**config.mk**
```make
export PLATFORM = sky130hd
export DESIGN_NAME = text_line_ending_converter_unit
export DESIGN_NICKNAME = d
export VERILOG_FILES = /design/src/sv/tlec_pkg.sv /design/src/sv/tlec_front.sv /design/src/sv/tlec_queue.sv /design/src/sv/tlec_back.sv /design/src/sv/text_line_ending_converter_unit.sv
export VERILOG_INCLUDE_DIRS = /design/src /design/src/sv
export SDC_FILE = /design/constraint.sdc
export NUM_CORES = 1
export LEC_CHECK = 0
export ABC_AREA = 1
export BUFFER_PORTS_ARGS = -buffer_cell sky130_fd_sc_hd__clkbuf_2
export CORE_UTILIZATION = 55
export CTS_BUF_LIST = sky130_fd_sc_hd__clkbuf_2 sky130_fd_sc_hd__clkbuf_4 sky130_fd_sc_hd__clkbuf_8
export DETAILED_ROUTE_END_ITERATION = 10
export MAX_ROUTING_LAYER = met4
export PLACE_DENSITY = 0.78
export SYNTH_ARGS = -nofsm -noshare
export SYNTH_HDL_FRONTEND = slang
export SYNTH_SLANG_ARGS = --single-unit
```
**constraint.sdc**
```tcl
create_clock -name clk_i -period 2.5 [get_ports clk_i]
set_input_delay 0.125 -clock clk_i [delete_from_list [all_inputs] [get_ports clk_i]]
set_output_delay 0.125 -clock clk_i [all_outputs]
set_load 0.02 [all_outputs]
```
**src/sv/text_line_ending_converter_unit_assert.svh**
```systemverilog
// Assertion macros for the line ending converter
`ifndef TEXT_LINE_ENDING_CONVERTER_UNIT_ASSERT_SVH
`define TEXT_LINE_ENDING_CONVERTER_UNIT_ASSERT_SVH

`ifndef SYNTH
// Property holds in every cycle out of reset
`define TLEC_ASSERT(lbl, clk, rst_n, prop) \
  lbl: assert property (@(posedge clk) disable iff (!rst_n) (prop)) \
    else $error("assertion failed");
// Antecedent implies consequent in the same cycle
`define TLEC_ASSERT_IMP(lbl, clk, rst_n, ante, cons) \
  lbl: assert property (@(posedge clk) disable iff (!rst_n) (ante) |-> (cons)) \
    else $error("assertion failed");
// Antecedent implies consequent in the next cycle
`define TLEC_ASSERT_NXT(lbl, clk, rst_n, ante, cons) \
  lbl: assert property (@(posedge clk) disable iff (!rst_n) (ante) |=> (cons)) \
    else $error("assertion failed");
`else
`define TLEC_ASSERT(lbl, clk, rst_n, prop)
`define TLEC_ASSERT_IMP(lbl, clk, rst_n, ante, cons)
`define TLEC_ASSERT_NXT(lbl, clk, rst_n, ante, cons)
`endif

`endif

```
**src/sv/tlec_pkg.sv**
```systemverilog
package tlec_pkg;

  // Character codes
  localparam logic [7:0] CH_CR    = 8'h0D;
  localparam logic [7:0] CH_LF    = 8'h0A;
  localparam logic [7:0] CH_TAB   = 8'h09;
  localparam logic [7:0] CH_SPACE = 8'h20;
  localparam logic [7:0] CH_TILDE = 8'h7E;

  // Result status codes
  localparam logic [1:0] ST_OK      = 2'd0;
  localparam logic [1:0] ST_NONTEXT = 2'd1;
  localparam logic [1:0] ST_TOOLONG = 2'd2;

  // Line ending modes (any other code means LF only)
  localparam logic [1:0] MODE_CRLF = 2'd0;
  localparam logic [1:0] MODE_CR   = 2'd1;
  localparam logic [1:0] MODE_LF   = 2'd2;

  // Configuration register map
  localparam int unsigned CFG_DATA_W = 11;
  localparam int unsigned LIMIT_W    = 11;
  localparam logic REG_EOL_MODE   = 1'b0;
  localparam logic REG_LINE_LIMIT = 1'b1;
  localparam logic [LIMIT_W-1:0] LIMIT_RST = 11'd1024;

  // Work handed from front to back
  typedef enum logic [1:0] {
    JOB_EOL  = 2'd0,
    JOB_TEXT = 2'd1,
    JOB_ERR  = 2'd2
  } job_kind_e;

  typedef struct packed {
    job_kind_e  kind;
    logic [7:0] data;
    logic [1:0] status;
  } job_t;

endpackage

```
**src/sv/tlec_front.sv**
```systemverilog
module tlec_front import tlec_pkg::*; #(
  parameter int MAX_LINE_LEN = 1024
) (
  input  logic               clk_i,
  input  logic               rst_ni,
  input  logic               push_i,
  input  logic [7:0]         in_byte_i,
  input  logic               file_start_i,
  input  logic [LIMIT_W-1:0] line_limit_i,
  input  logic               q_full_i,
  output logic               q_wr_o,
  output job_t               q_job_o
);

  localparam int LimMax = (MAX_LINE_LEN < 2047) ? MAX_LINE_LEN : 2047;
  localparam int CntW   = $clog2(LimMax + 1);
  localparam logic [LIMIT_W-1:0] LimMaxV = LIMIT_W'(LimMax);

  logic            cr_q, cr_d;
  logic            halt_q, halt_d;
  logic [CntW-1:0] cnt_q, cnt_d;

  logic               accept;
  logic               cr_eff, halt_eff, is_text;
  logic [CntW-1:0]    cnt_eff;
  logic [LIMIT_W-1:0] limit;

  assign accept  = push_i && !q_full_i;
  assign is_text = (in_byte_i == CH_TAB) || ((in_byte_i >= CH_SPACE) && (in_byte_i <= CH_TILDE));
  assign limit   = (line_limit_i > LimMaxV) ? LimMaxV : line_limit_i;

  // A new file clears line state before its first byte is handled
  assign cr_eff   = file_start_i ? 1'b0 : cr_q;
  assign halt_eff = file_start_i ? 1'b0 : halt_q;
  assign cnt_eff  = file_start_i ? '0 : cnt_q;

  // Classify the byte and decide what the back end must emit
  always_comb begin
    cr_d    = cr_q;
    halt_d  = halt_q;
    cnt_d   = cnt_q;
    q_wr_o  = 1'b0;
    q_job_o = '{kind: JOB_TEXT, data: in_byte_i, status: ST_OK};
    if (accept) begin
      cr_d   = cr_eff;
      halt_d = halt_eff;
      cnt_d  = cnt_eff;
      if (!halt_eff) begin
        if (in_byte_i == CH_CR) begin
          cr_d    = 1'b1;
          cnt_d   = '0;
          q_wr_o  = 1'b1;
          q_job_o = '{kind: JOB_EOL, data: in_byte_i, status: ST_OK};
        end else if (in_byte_i == CH_LF) begin
          if (cr_eff) begin
            // drop the LF of a CR-LF pair
            cr_d = 1'b0;
          end else begin
            cnt_d   = '0;
            q_wr_o  = 1'b1;
            q_job_o = '{kind: JOB_EOL, data: in_byte_i, status: ST_OK};
          end
        end else begin
          cr_d   = 1'b0;
          q_wr_o = 1'b1;
          if (!is_text) begin
            halt_d  = 1'b1;
            q_job_o = '{kind: JOB_ERR, data: 8'h00, status: ST_NONTEXT};
          end else if (LIMIT_W'(cnt_eff) >= limit) begin
            halt_d  = 1'b1;
            q_job_o = '{kind: JOB_ERR, data: 8'h00, status: ST_TOOLONG};
          end else begin
            cnt_d   = cnt_eff + CntW'(1);
            q_job_o = '{kind: JOB_TEXT, data: in_byte_i, status: ST_OK};
          end
        end
      end
    end
  end

  // Hold line state
  always_ff @(posedge clk_i or negedge rst_ni) begin
    if (!rst_ni) begin
      cr_q   <= 1'b0;
      halt_q <= 1'b0;
      cnt_q  <= '0;
    end else begin
      cr_q   <= cr_d;
      halt_q <= halt_d;
      cnt_q  <= cnt_d;
    end
  end

endmodule

```
**src/sv/tlec_queue.sv**
```systemverilog
module tlec_queue import tlec_pkg::*; (
  input  logic clk_i,
  input  logic rst_ni,
  input  logic wr_i,
  input  job_t wr_job_i,
  input  logic rd_i,
  output job_t rd_job_o,
  output logic full_o,
  output logic empty_o
);

  job_t       mem_q [2];
  logic       wptr_q, rptr_q;
  logic [1:0] count_q;
  logic       do_wr, do_rd;

  assign full_o   = (count_q == 2'd2);
  assign empty_o  = (count_q == 2'd0);
  assign do_wr    = wr_i && !full_o;
  assign do_rd    = rd_i && !empty_o;
  assign rd_job_o = mem_q[rptr_q];

  // Store requests
  always_ff @(posedge clk_i) begin
    if (do_wr) begin
      mem_q[wptr_q] <= wr_job_i;
    end
  end

  // Advance pointers and fill level
  always_ff @(posedge clk_i or negedge rst_ni) begin
    if (!rst_ni) begin
      wptr_q  <= 1'b0;
      rptr_q  <= 1'b0;
      count_q <= 2'd0;
    end else begin
      if (do_wr) begin
        wptr_q <= ~wptr_q;
      end
      if (do_rd) begin
        rptr_q <= ~rptr_q;
      end
      count_q <= count_q + {1'b0, do_wr} - {1'b0, do_rd};
    end
  end

endmodule

```
**src/sv/tlec_back.sv**
```systemverilog
`include "text_line_ending_converter_unit_assert.svh"

module tlec_back import tlec_pkg::*; (
  input  logic       clk_i,
  input  logic       rst_ni,
  input  logic [1:0] eol_mode_i,
  input  logic       q_empty_i,
  input  job_t       q_job_i,
  output logic       q_rd_o,
  input  logic       pop,
  output logic       empty,
  output logic [7:0] out_byte_o,
  output logic [1:0] status_o,
  output logic       run_last_o
);

  logic       valid_q, valid_d;
  logic       lf_due_q, lf_due_d;
  logic [7:0] byte_q, byte_d;
  logic [1:0] stat_q, stat_d;
  logic       last_q, last_d;
  logic       load;

  // The output register may take a new result when free or being drained
  assign load   = !valid_q || pop;
  assign q_rd_o = load && !lf_due_q && !q_empty_i;

  // Expand one request into one or two results
  always_comb begin
    valid_d  = valid_q;
    lf_due_d = lf_due_q;
    byte_d   = byte_q;
    stat_d   = stat_q;
    last_d   = last_q;
    if (load) begin
      if (lf_due_q) begin
        valid_d  = 1'b1;
        lf_due_d = 1'b0;
        byte_d   = CH_LF;
        stat_d   = ST_OK;
        last_d   = 1'b1;
      end else if (!q_empty_i) begin
        valid_d = 1'b1;
        stat_d  = q_job_i.status;
        last_d  = 1'b1;
        case (q_job_i.kind)
          JOB_EOL: begin
            stat_d = ST_OK;
            if (eol_mode_i == MODE_CRLF) begin
              byte_d   = CH_CR;
              last_d   = 1'b0;
              lf_due_d = 1'b1;
            end else if (eol_mode_i == MODE_CR) begin
              byte_d = CH_CR;
            end else begin
              byte_d = CH_LF;
            end
          end
          JOB_TEXT: byte_d = q_job_i.data;
          JOB_ERR:  byte_d = 8'h00;
          default:  byte_d = 8'h00;
        endcase
      end else begin
        valid_d = 1'b0;
      end
    end
  end

  // Hold the result until it is taken
  always_ff @(posedge clk_i or negedge rst_ni) begin
    if (!rst_ni) begin
      valid_q  <= 1'b0;
      lf_due_q <= 1'b0;
    end else begin
      valid_q  <= valid_d;
      lf_due_q <= lf_due_d;
    end
  end

  always_ff @(posedge clk_i) begin
    byte_q <= byte_d;
    stat_q <= stat_d;
    last_q <= last_d;
  end

  assign empty      = !valid_q;
  assign out_byte_o = byte_q;
  assign status_o   = stat_q;
  assign run_last_o = last_q;

  // A pending LF always follows a CR shown as the first half of the pair
  `TLEC_ASSERT_IMP(a_lf_due_after_cr, clk_i, rst_ni, lf_due_q,
    valid_q && (byte_q == CH_CR) && !last_q)
  // Error results carry a zero byte and close their run
  `TLEC_ASSERT_IMP(a_err_zero, clk_i, rst_ni, valid_q && (stat_q != ST_OK),
    (byte_q == 8'h00) && last_q)
  // A result that is not taken is never dropped
  `TLEC_ASSERT_NXT(a_no_drop, clk_i, rst_ni, valid_q && !pop, valid_q)

endmodule

```
**src/sv/text_line_ending_converter_unit.sv**
```systemverilog
// Channel  | Handshake            | Payload
// ---------+----------------------+---------------------------------------
// input    | push / full          | in_byte_i[7:0], file_start_i
// result   | empty / pop          | out_byte_o[7:0], status_o[1:0], run_last_o
// config   | cfg_we_i, cfg_idx_i  | cfg_data_i[10:0]
//
// One byte is accepted per cycle while full is low; the queue holds two requests.
// A line end in CR-LF mode gives two results, which pass through the output register
// in turn; the output side gives one result per cycle while results are popped.
// A byte's result is registered in the queue and then in the output register.
// Reset is asynchronous and active low; no clearing pass is needed.
// Each side may stall freely; full rises only when the two-entry queue is full.
module text_line_ending_converter_unit import tlec_pkg::*; #(
  parameter int MAX_LINE_LEN = 1024
) (
  input  logic                  clk_i,
  input  logic                  rst_ni,
  input  logic                  push,
  output logic                  full,
  input  logic [7:0]            in_byte_i,
  input  logic                  file_start_i,
  output logic                  empty,
  input  logic                  pop,
  output logic [7:0]            out_byte_o,
  output logic [1:0]            status_o,
  output logic                  run_last_o,
  input  logic                  cfg_we_i,
  input  logic                  cfg_idx_i,
  input  logic [CFG_DATA_W-1:0] cfg_data_i
);

  logic [1:0]         eol_mode_q;
  logic [LIMIT_W-1:0] line_limit_q;

  logic q_wr, q_rd, q_full, q_empty;
  job_t wr_job, rd_job;

  // Configuration registers
  always_ff @(posedge clk_i or negedge rst_ni) begin
    if (!rst_ni) begin
      eol_mode_q   <= MODE_LF;
      line_limit_q <= LIMIT_RST;
    end else if (cfg_we_i) begin
      unique case (cfg_idx_i)
        REG_EOL_MODE:   eol_mode_q   <= cfg_data_i[1:0];
        REG_LINE_LIMIT: line_limit_q <= cfg_data_i[LIMIT_W-1:0];
        default:        ;
      endcase
    end
  end

  assign full = q_full;

  tlec_front #(
    .MAX_LINE_LEN(MAX_LINE_LEN)
  ) u_front (
    .clk_i       (clk_i),
    .rst_ni      (rst_ni),
    .push_i      (push),
    .in_byte_i   (in_byte_i),
    .file_start_i(file_start_i),
    .line_limit_i(line_limit_q),
    .q_full_i    (q_full),
    .q_wr_o      (q_wr),
    .q_job_o     (wr_job)
  );

  tlec_queue u_queue (
    .clk_i   (clk_i),
    .rst_ni  (rst_ni),
    .wr_i    (q_wr),
    .wr_job_i(wr_job),
    .rd_i    (q_rd),
    .rd_job_o(rd_job),
    .full_o  (q_full),
    .empty_o (q_empty)
  );

  tlec_back u_back (
    .clk_i     (clk_i),
    .rst_ni    (rst_ni),
    .eol_mode_i(eol_mode_q),
    .q_empty_i (q_empty),
    .q_job_i   (rd_job),
    .q_rd_o    (q_rd),
    .pop       (pop),
    .empty     (empty),
    .out_byte_o(out_byte_o),
    .status_o  (status_o),
    .run_last_o(run_last_o)
  );

endmodule

```
==> metrics.md, run 1 <==
| Metric | Value |
|---|---|
| Worst Clk Skew | `0.01716 ns` |
| Fin area | `4901 um^2` |
| Total CTS buffers | `9` |
| CP endpoint kind | `flop` |
| IO buf count | `38` |
| Critical-path maximum fanout | `5` |
| Seq/Total Area, Yosys | `48.34%` |
| Residual DRC count | `0` |
| Pre-CTS WS | `-0.2648 ns` |
| Worst hold margin | `0.01083 ns` |
| Setup ws final | `-0.3069 ns` |
| Mapped cell area | `3836 um^2` |
| Worst VDD drop | `0.0004815 V` |
| Commonest non-fill, non-tap cell in the layout | `nand2_1` |
| Ports | `39` |
| LEAKAGE | `2.303 nW` |
| Unrepaired setup endpoints after global routing | `true` |
| Final period util | `112.3%` |
| Filler cell count | `447` |
| Routed wire length | `10860 um` |
| Vias per cell | `5.892` |
| Syn_area_per_cell | `8.640 um^2` |
| Pins over their slew limit | `0` |
| Ant diodes | `0` |
| Die Ht | `85.52 um` |
| Worst-path clk slew | `0.09 ns` |
| Syn Nets | `484` |
| Vias in the first global route | `3335` |
| Core Footprint | `6756 um^2` |
| Syn Inst Count | `444` |
| Synthesis-stage register bit count | `67` |
| Yosys cell types | `40` |
| Status | `finished, violations left` |
| Clk buf depth | `2` |
| Delay of the slowest critical-path stage | `0.41 ns` |
| CP Launch Type | `flop` |
| Vias | `3500` |
| Failing checks | `negative setup slack` |
| Crit Path Class | `flop to flop` |
| Required @ worst endpoint | `2.78 ns` |
| Async set-reset flop share out of synthesis | `47.76%` |
| Grt total ovfl | `0` |
| H-tree depth | `3` |
| # clock sinks | `67` |
| Primary FF master, synth | `edfxtp_1` |
| GP Congestion | `0.9113` |
| Final cell count without fillers | `594` |
| CTS tree | `built` |
| Type of the tightest min-delay check | `primary input to flop` |
| Placed Instances | `571` |
| DR WL/cell | `18.29 um` |
| DR iter-0 viols | `405` |
| Largest net degree at the start of global routing | `33` |
| Clock latency on the worst-skew pair | `0.35 ns` |
| Starting Density | `56.78%` |
| Synth warn | `0` |
| Row cnt | `30` |
| Fmax | `0.3563 GHz` |
| Crit path cell chain | `nor4_2, nor3b_2, a21oi_2, clkinv_2, nand2_2, ha_4, nand2_2, nand3_1, nand2_1, nand2_2, nor2_4, buf_6, nand3_1, o21ai_1, nand3_1, nand2_1` |
| Placed Instance Area | `4195 um^2` |
| Post-synth EDFFs | `35` |
| Die area | `7313 um^2` |
| HPWL after DPL | `5944 um` |
| Max-cap violations | `0` |
| Final Setup Violations | `34` |
| Power per cell area | `993.6 nW/um^2` |
| Antenna-violating nets left | `0` |
| Relative slew slack | `42.03%` |
| First-pass DRT Iterations | `8` |
| Most frequent cells in the layout | `nand2_1 (85), inv_1 (59), clkbuf_2 (38), nor2_1 (37), edfxtp_1 (35)` |
| Root buffer cell | `clkbuf_8` |
| Initial antenna violation count | `0` |
| Fin crit period | `2.807 ns` |
| Fin. Hold Viols | `0` |
| Least-Margin Pin Slew | `0.8695 ns` |
| Worst path slowest cell | `dfrtp_1` |
| Share of cells above drive strength 1 | `35.99%` |
| Chip Width | `85.52 um` |
| Tot GR Track Use | `27.64%` |
| First-pass GRT wire length | `15260 um` |
| Area grow syn2layout | `27.76%` |
| Final net count | `549` |
| CP arrival | `3.08 ns` |
[state kept, by name, summed over array words and instances, names as in the netlist]
name               cells
eol_mode_q             2
line_limit_q          11
u_back.lf_due_q        1
u_back.out_byte_o      8
u_back.run_last_o      1
u_back.status_o        2
u_back.valid_q         1
u_front.cnt_q         11
u_front.cr_q           1
u_front.halt_q         1
u_queue.count_q        2
u_queue.mem_q         24
u_queue.rptr_q         1
u_queue.wptr_q         1
[layer usage]
layer / global-route usage [%] / wire length (um)
met3: 4.909 / 727
met1: 30.80 / 4069
met2: 46.91 / 5164
met4: 15.76 / 903
met5: - / 0
[synthesized netlist by cell type (2+ instances only)]
library cell  count  area [um^2]
buf_6             3        33.78
inv_2             6        22.52
nor2_2            5        31.28
buf_2             2        10.01
nor2_1           47        176.4
nor2_8            2        40.04
nor2_4            6        67.56
nand2_1         108        405.4
dfrtp_1          30        750.7
nor4_1            2        12.51
o21ai_2           2        17.52
nand4_1          12        75.07
clkinv_1          2        7.510
clkbuf_1          2        7.510
nand2_2           4        25.02
mux2_2            8        90.09
o21ai_1           7        35.03
edfxtp_1         35         1051
xor2_1            2        17.52
o21ai_0           8        40.04
a21oi_1          22        110.1
mux2i_1           2        20.02
nand2_4           3        33.78
ha_1             14        175.2
nand3_1          30        150.1
nand3_2           2        20.02
inv_1            64        240.2
dfstp_2           2        52.55
[layout make-up]
| class | instances | area [um^2] | area share (%) |
|---|---|---|---|
| Clock buffer | 11 | 145.1 | 2.961 |
| Clock inverter | 5 | 76.32 | 1.557 |
| Inverter | 73 | 291.5 | 5.948 |
| Multi-Input combinational cell | 296 | 2041 | 41.64 |
| Sequential cell | 67 | 1854 | 37.84 |
| Tap cell | 80 | 100.1 | 2.042 |
| Timing Repair Buffer | 61 | 387.9 | 7.914 |
| Timing Repair inverter | 1 | 5.005 | 0.1021 |
[kinds of logic (layout without fill, tap and decap cells)]
logic type                 after synthesis  count (layout)  share of synthesized area (%)
buffers and inverters                   81             151                          8.806
AOI/OAI and AO/OA                       43              43                          6.295
xor gates and xnor gates                 3               3                         0.6851
muxes                                   10              10                          2.870
adders and majority gates               14              14                          4.566
DFF                                     67              67                          48.34
and+or+nand+nor                        226             226                          28.44
[through the flow]
stage          setup TNS (ns)  power [mW]  utilization, %
2_1_floorplan               0       2.823               -
3_3_place_gp          -0.2079       3.213           62.09
3_5_place_dp           -5.541       3.283           62.09
4_1_cts               -0.7943       4.454           68.30
5_1_grt                -8.902       5.112           72.54
6_report               -6.092       4.870           72.54
[repair_timing]
action	in CTS	in global routing
gates cloned	4	0
endpoints found under the setup margin	34	34
pin swaps	11	26
setup buffers	1	1
hold buffers	1	0
hold endpoints to repair	30	0
resized for setup	43	62
[power breakdown]
part,switching [mW],internal [mW],total [mW]
logic,1.37,0.765,2.14
registers,0.150,1.54,1.69
clock network,0.447,0.598,1.05
total,1.97,2.90,4.87
[worst max-delay path, delay by kind of cell, from the launching register on]
family	cells	cell delay, ns
AO/OA/AOI/OAI	2	0.25
adder cells (fa/ha/maj)	1	0.27
buffers and inverters	2	0.27
flip-flops	1	0.41
AND/OR/NAND/NOR	11	1.53
[path summary, 6_finish.rpt]
check | cells after the start | from | to | slack (ns)
max | 16 | line_limit_q[5]$_DFFE_PN0P_ | u_front.cnt_q[2]$_DFFE_PN0P_ | -0.31
min | 3 | cfg_data_i[10] | line_limit_q[10]$_DFFE_PN1P_ | 0.01
max reg2reg | 16 | line_limit_q[5]$_DFFE_PN0P_ | u_front.cnt_q[2]$_DFFE_PN0P_ | -0.31
min reg2reg | 2 | eol_mode_q[0]$_DFFE_PN0P_ | eol_mode_q[0]$_DFFE_PN0P_ | 0.51
max in group asynchronous | 2 | rst_ni | u_front.cnt_q[2]$_DFFE_PN0P_ | 1.52
min in group asynchronous | 2 | rst_ni | line_limit_q[0]$_DFFE_PN0P_ | 0.42
Power figures use the tool's default switching activity.
==> run 2: changes to the inputs <==
--- a/config.mk
+++ b/config.mk
@@ -8,6 +8,7 @@
 export LEC_CHECK = 0
 export ABC_AREA = 1
 export BUFFER_PORTS_ARGS = -buffer_cell sky130_fd_sc_hd__clkbuf_2
+export CORE_ASPECT_RATIO = 1.1
 export CORE_UTILIZATION = 55
 export CTS_BUF_LIST = sky130_fd_sc_hd__clkbuf_2 sky130_fd_sc_hd__clkbuf_4 sky130_fd_sc_hd__clkbuf_8
 export DETAILED_ROUTE_END_ITERATION = 10
==> metrics.md, run 2 (synthesis gave the netlist of run 1 again) <==
| Metric | Value |
|---|---|
| Worst hold margin | `0.01423 ns (+0.003400 ns)` |
| Worst VDD drop | `0.0007708 V (+60%)` |
| Share of cells above drive strength 1 | `33.20% (-2.8 points)` |
| Vias per cell | `5.620 (-4.6%)` |
| Residual DRC count | `0 (unchanged)` |
| Max-cap violations | `0 (unchanged)` |
| Area grow syn2layout | `24.85%` |
| GP Congestion | `0.9092 (-0.23%)` |
| Fin crit period | `2.851 ns (+0.04460 ns)` |
| Wire length on met3 | `588 um (-19%)` |
| R2R Path End | `u_front.cnt_q[7]$_DFFE_PN0P_` |
| First-pass GRT wire length | `14120 um (-7.5%)` |
| Hold_sp | `cfg_data_i[6]` |
| Pins over their slew limit | `0 (unchanged)` |
| R2R Path Start | `line_limit_q[2]$_DFFE_PN0P_` |
| Final net count | `550 (+0.18%)` |
| Row cnt | `31 (+3.3%)` |
| Die Ht | `89.59 um (+4.8%)` |
| CTS tree | `built` |
| Ant diodes | `0 (unchanged)` |
| Relative slew slack | `43.82% (+1.8 points)` |
| DR WL/cell | `16.17 um (-12%)` |
| Flop2flop setup slack | `-0.35 ns (-0.04 ns)` |
| Final Setup Violations | `34 (unchanged)` |
| Failing checks | `negative setup slack` |
| Power per cell area | `967.1 nW/um^2 (-2.7%)` |
| Status | `finished, violations left` |
| Filler cell count | `480 (+7.4%)` |
| H-tree depth | `3 (unchanged)` |
| Ports | `39 (unchanged)` |
| Fin util | `71.79% (-0.74 points)` |
| Clk buf depth | `2 (unchanged)` |
| CP arrival | `3.13 ns (+0.05 ns)` |
| Clock latency on the worst-skew pair | `0.34 ns (about the same)` |
| Vias in the first global route | `3146 (-5.7%)` |
| Initial antenna violation count | `0 (unchanged)` |
| Setup ws final | `-0.3515 ns (-0.04460 ns)` |
| Fmax | `0.3507 GHz (-1.6%)` |
| Routed wire length | `9653 um (-11%)` |
| Final period util | `114.1% (+1.8 points)` |
| DR iter-0 viols | `323 (-20%)` |
| CP endpoint kind | `flop` |
| Total CTS buffers | `9 (unchanged)` |
| Tot GR Track Use | `26.76% (-0.88 points)` |
| Die area | `7313 um^2 (about the same)` |
| Worst-path clk slew | `0.08 ns (about the same)` |
| Most frequent cells in the layout | `nand2_1 (90), inv_1 (62), nor2_1 (40), clkbuf_2 (38), edfxtp_1 (35)` |
| First-pass DRT Iterations | `6 (-2)` |
| Largest net degree at the start of global routing | `33 (unchanged)` |
| Fin. Hold Viols | `0 (unchanged)` |
| Least-Margin Pin Slew | `0.8427 ns (-0.02686 ns)` |
| Commonest non-fill, non-tap cell in the layout | `nand2_1` |
| LEAKAGE | `2.261 nW (-1.8%)` |
| Worst r2r path cells | `18 (+2)` |
| Setup_tns | `-6.889 ns (-0.7968 ns)` |
| Max reg flops | `24 (unchanged)` |
| Grt total ovfl | `0 (unchanged)` |
| Regs by FF count | `u_queue.mem_q x24, line_limit_q x11, u_front.cnt_q x11` |
| Core Footprint | `6671 um^2 (-1.3%)` |
| # clock sinks | `67 (unchanged)` |
| Root buffer cell | `clkbuf_8` |
| Required @ worst endpoint | `2.78 ns (about the same)` |
| Antenna-violating nets left | `0 (unchanged)` |
| Largest Register | `u_queue.mem_q` |
| Vias | `3355 (-4.1%)` |
| Pre-CTS WS | `-0.1978 ns (+0.06700 ns)` |
| Unrepaired setup endpoints after global routing | `true` |
| Top Layer Used | `met4` |
| Type of the tightest min-delay check | `primary input to flop` |
| Chip Width | `81.63 um (-4.5%)` |
| HPWL after DPL | `6007 um (+1.1%)` |
| Hold depth | `2 (-1)` |
| Worst Clk Skew | `0.01160 ns (-0.005567 ns)` |
| Starting Density | `57.50% (+0.72 points)` |
| Crit Path Class | `flop to flop` |
| End point of the worst hold path | `line_limit_q[6]$_DFFE_PN0P_` |
| CP Launch Type | `flop` |
| IO buf count | `38 (unchanged)` |
| Critical-path maximum fanout | `6 (+1)` |
| DRT met1 WL | `3583 um (-12%)` |
| DR WL met2 | `5043 um (-2.3%)` |
-- run 2: cell count changes in the layout (fill, tap and decap cells not counted), moves of 2 or more --
cell	change
o21ai_2	-2
nor2_1	+3
clkinv_4	+2
nand2_4	-6
inv_4	-2
inv_1	+3
buf_4	+4
buf_6	-4
nand2_1	+5
nor2_2	+3
nor2_4	-6
-- run 2: area by class of cell --
cell class / count / area [um^2] / area share (%)
inverters: 73 / 282.8 / 5.904
clock buffers: 10 / 131.4 / 2.743
multi-input cells: 296 / 1942 / 40.54
repair buffers: 62 / 382.9 / 7.994
well taps: 82 / 102.6 / 2.142
clock inverters: 6 / 88.84 / 1.855
repair inverters: 1 / 5.005 / 0.1045
flip-flops and latches: 67 / 1854 / 38.71
-- run 2: repair_timing --
item,4_1_cts,5_1_grt
buffers inserted,1,1
resized for setup,37,30
pin swaps,14,23
hold buffers,2,0
gates cloned,2,0
endpoints found under the hold margin,31,0
setup endpoints to repair,34,34
-- run 2: critical path, stage by stage (launching register included) --
cell	delay (ns)
dfrtp_1	0.41
nor4_2	0.28
nor3b_2	0.23
a21oi_2	0.11
clkinv_2	0.14
nand2_2	0.08
ha_4	0.27
nand2_4	0.09
inv_2	0.07
nand2_4	0.08
nand2_1	0.06
nand2_1	0.11
nand2_2	0.09
nor2_4	0.17
buf_4	0.20
nand3_1	0.10
o21ai_1	0.12
nand3_1	0.10
nand2_1	0.06
-- run 2: per-stage QoR --
step	instances	power, mW	instance area (um^2)
after floorplan	444	2.823	3836
after global placement	575	3.230	4213
after detailed placement	575	3.301	4213
after CTS	596	4.438	4617
after global routing	597	4.941	4790
final	597	4.632	4790
-- run 2: how the worst max path moves through the flow --
stage / from / end / slack, ns / cells after the start
finish: line_limit_q[2]$_DFFE_PN0P_ / u_front.cnt_q[7]$_DFFE_PN0P_ / -0.35 / 18
global route: line_limit_q[2]$_DFFE_PN0P_ / u_front.cnt_q[7]$_DFFE_PN0P_ / -0.55 / 18
CTS: line_limit_q[5]$_DFFE_PN0P_ / u_front.cnt_q[4]$_DFFE_PN0P_ / -0.08 / 19
detailed placement: line_limit_q[2]$_DFFE_PN0P_ / u_queue.mem_q[0][3]$_DFFE_PP_ / -0.20 / 17
global placement: line_limit_q[2]$_DFFE_PN0P_ / u_queue.mem_q[0][3]$_DFFE_PP_ / -0.07 / 17
floorplan: line_limit_q[2]$_DFFE_PN0P_ / u_queue.mem_q[0][3]$_DFFE_PP_ / 0.08 / 17
-- run 2: where the power goes --
part / leakage [nW] / switching [mW] / total, mW / internal (mW)
Clock: 0.114 / 0.435 / 1.01 / 0.575
Combinational: 1.44 / 1.24 / 1.93 / 0.686
Sequential: 0.710 / 0.157 / 1.69 / 1.54
Total: 2.26 / 1.84 / 4.63 / 2.80
-- run 2: routing by layer --
metal | vias to the layer above | GRT usage, %
met5 | - | -
met4 | 0 | 12.44
met3 | 49 | 5.758
met2 | 165 | 45.98
met1 | 1561 | 29.62
li1 | 1580 | -
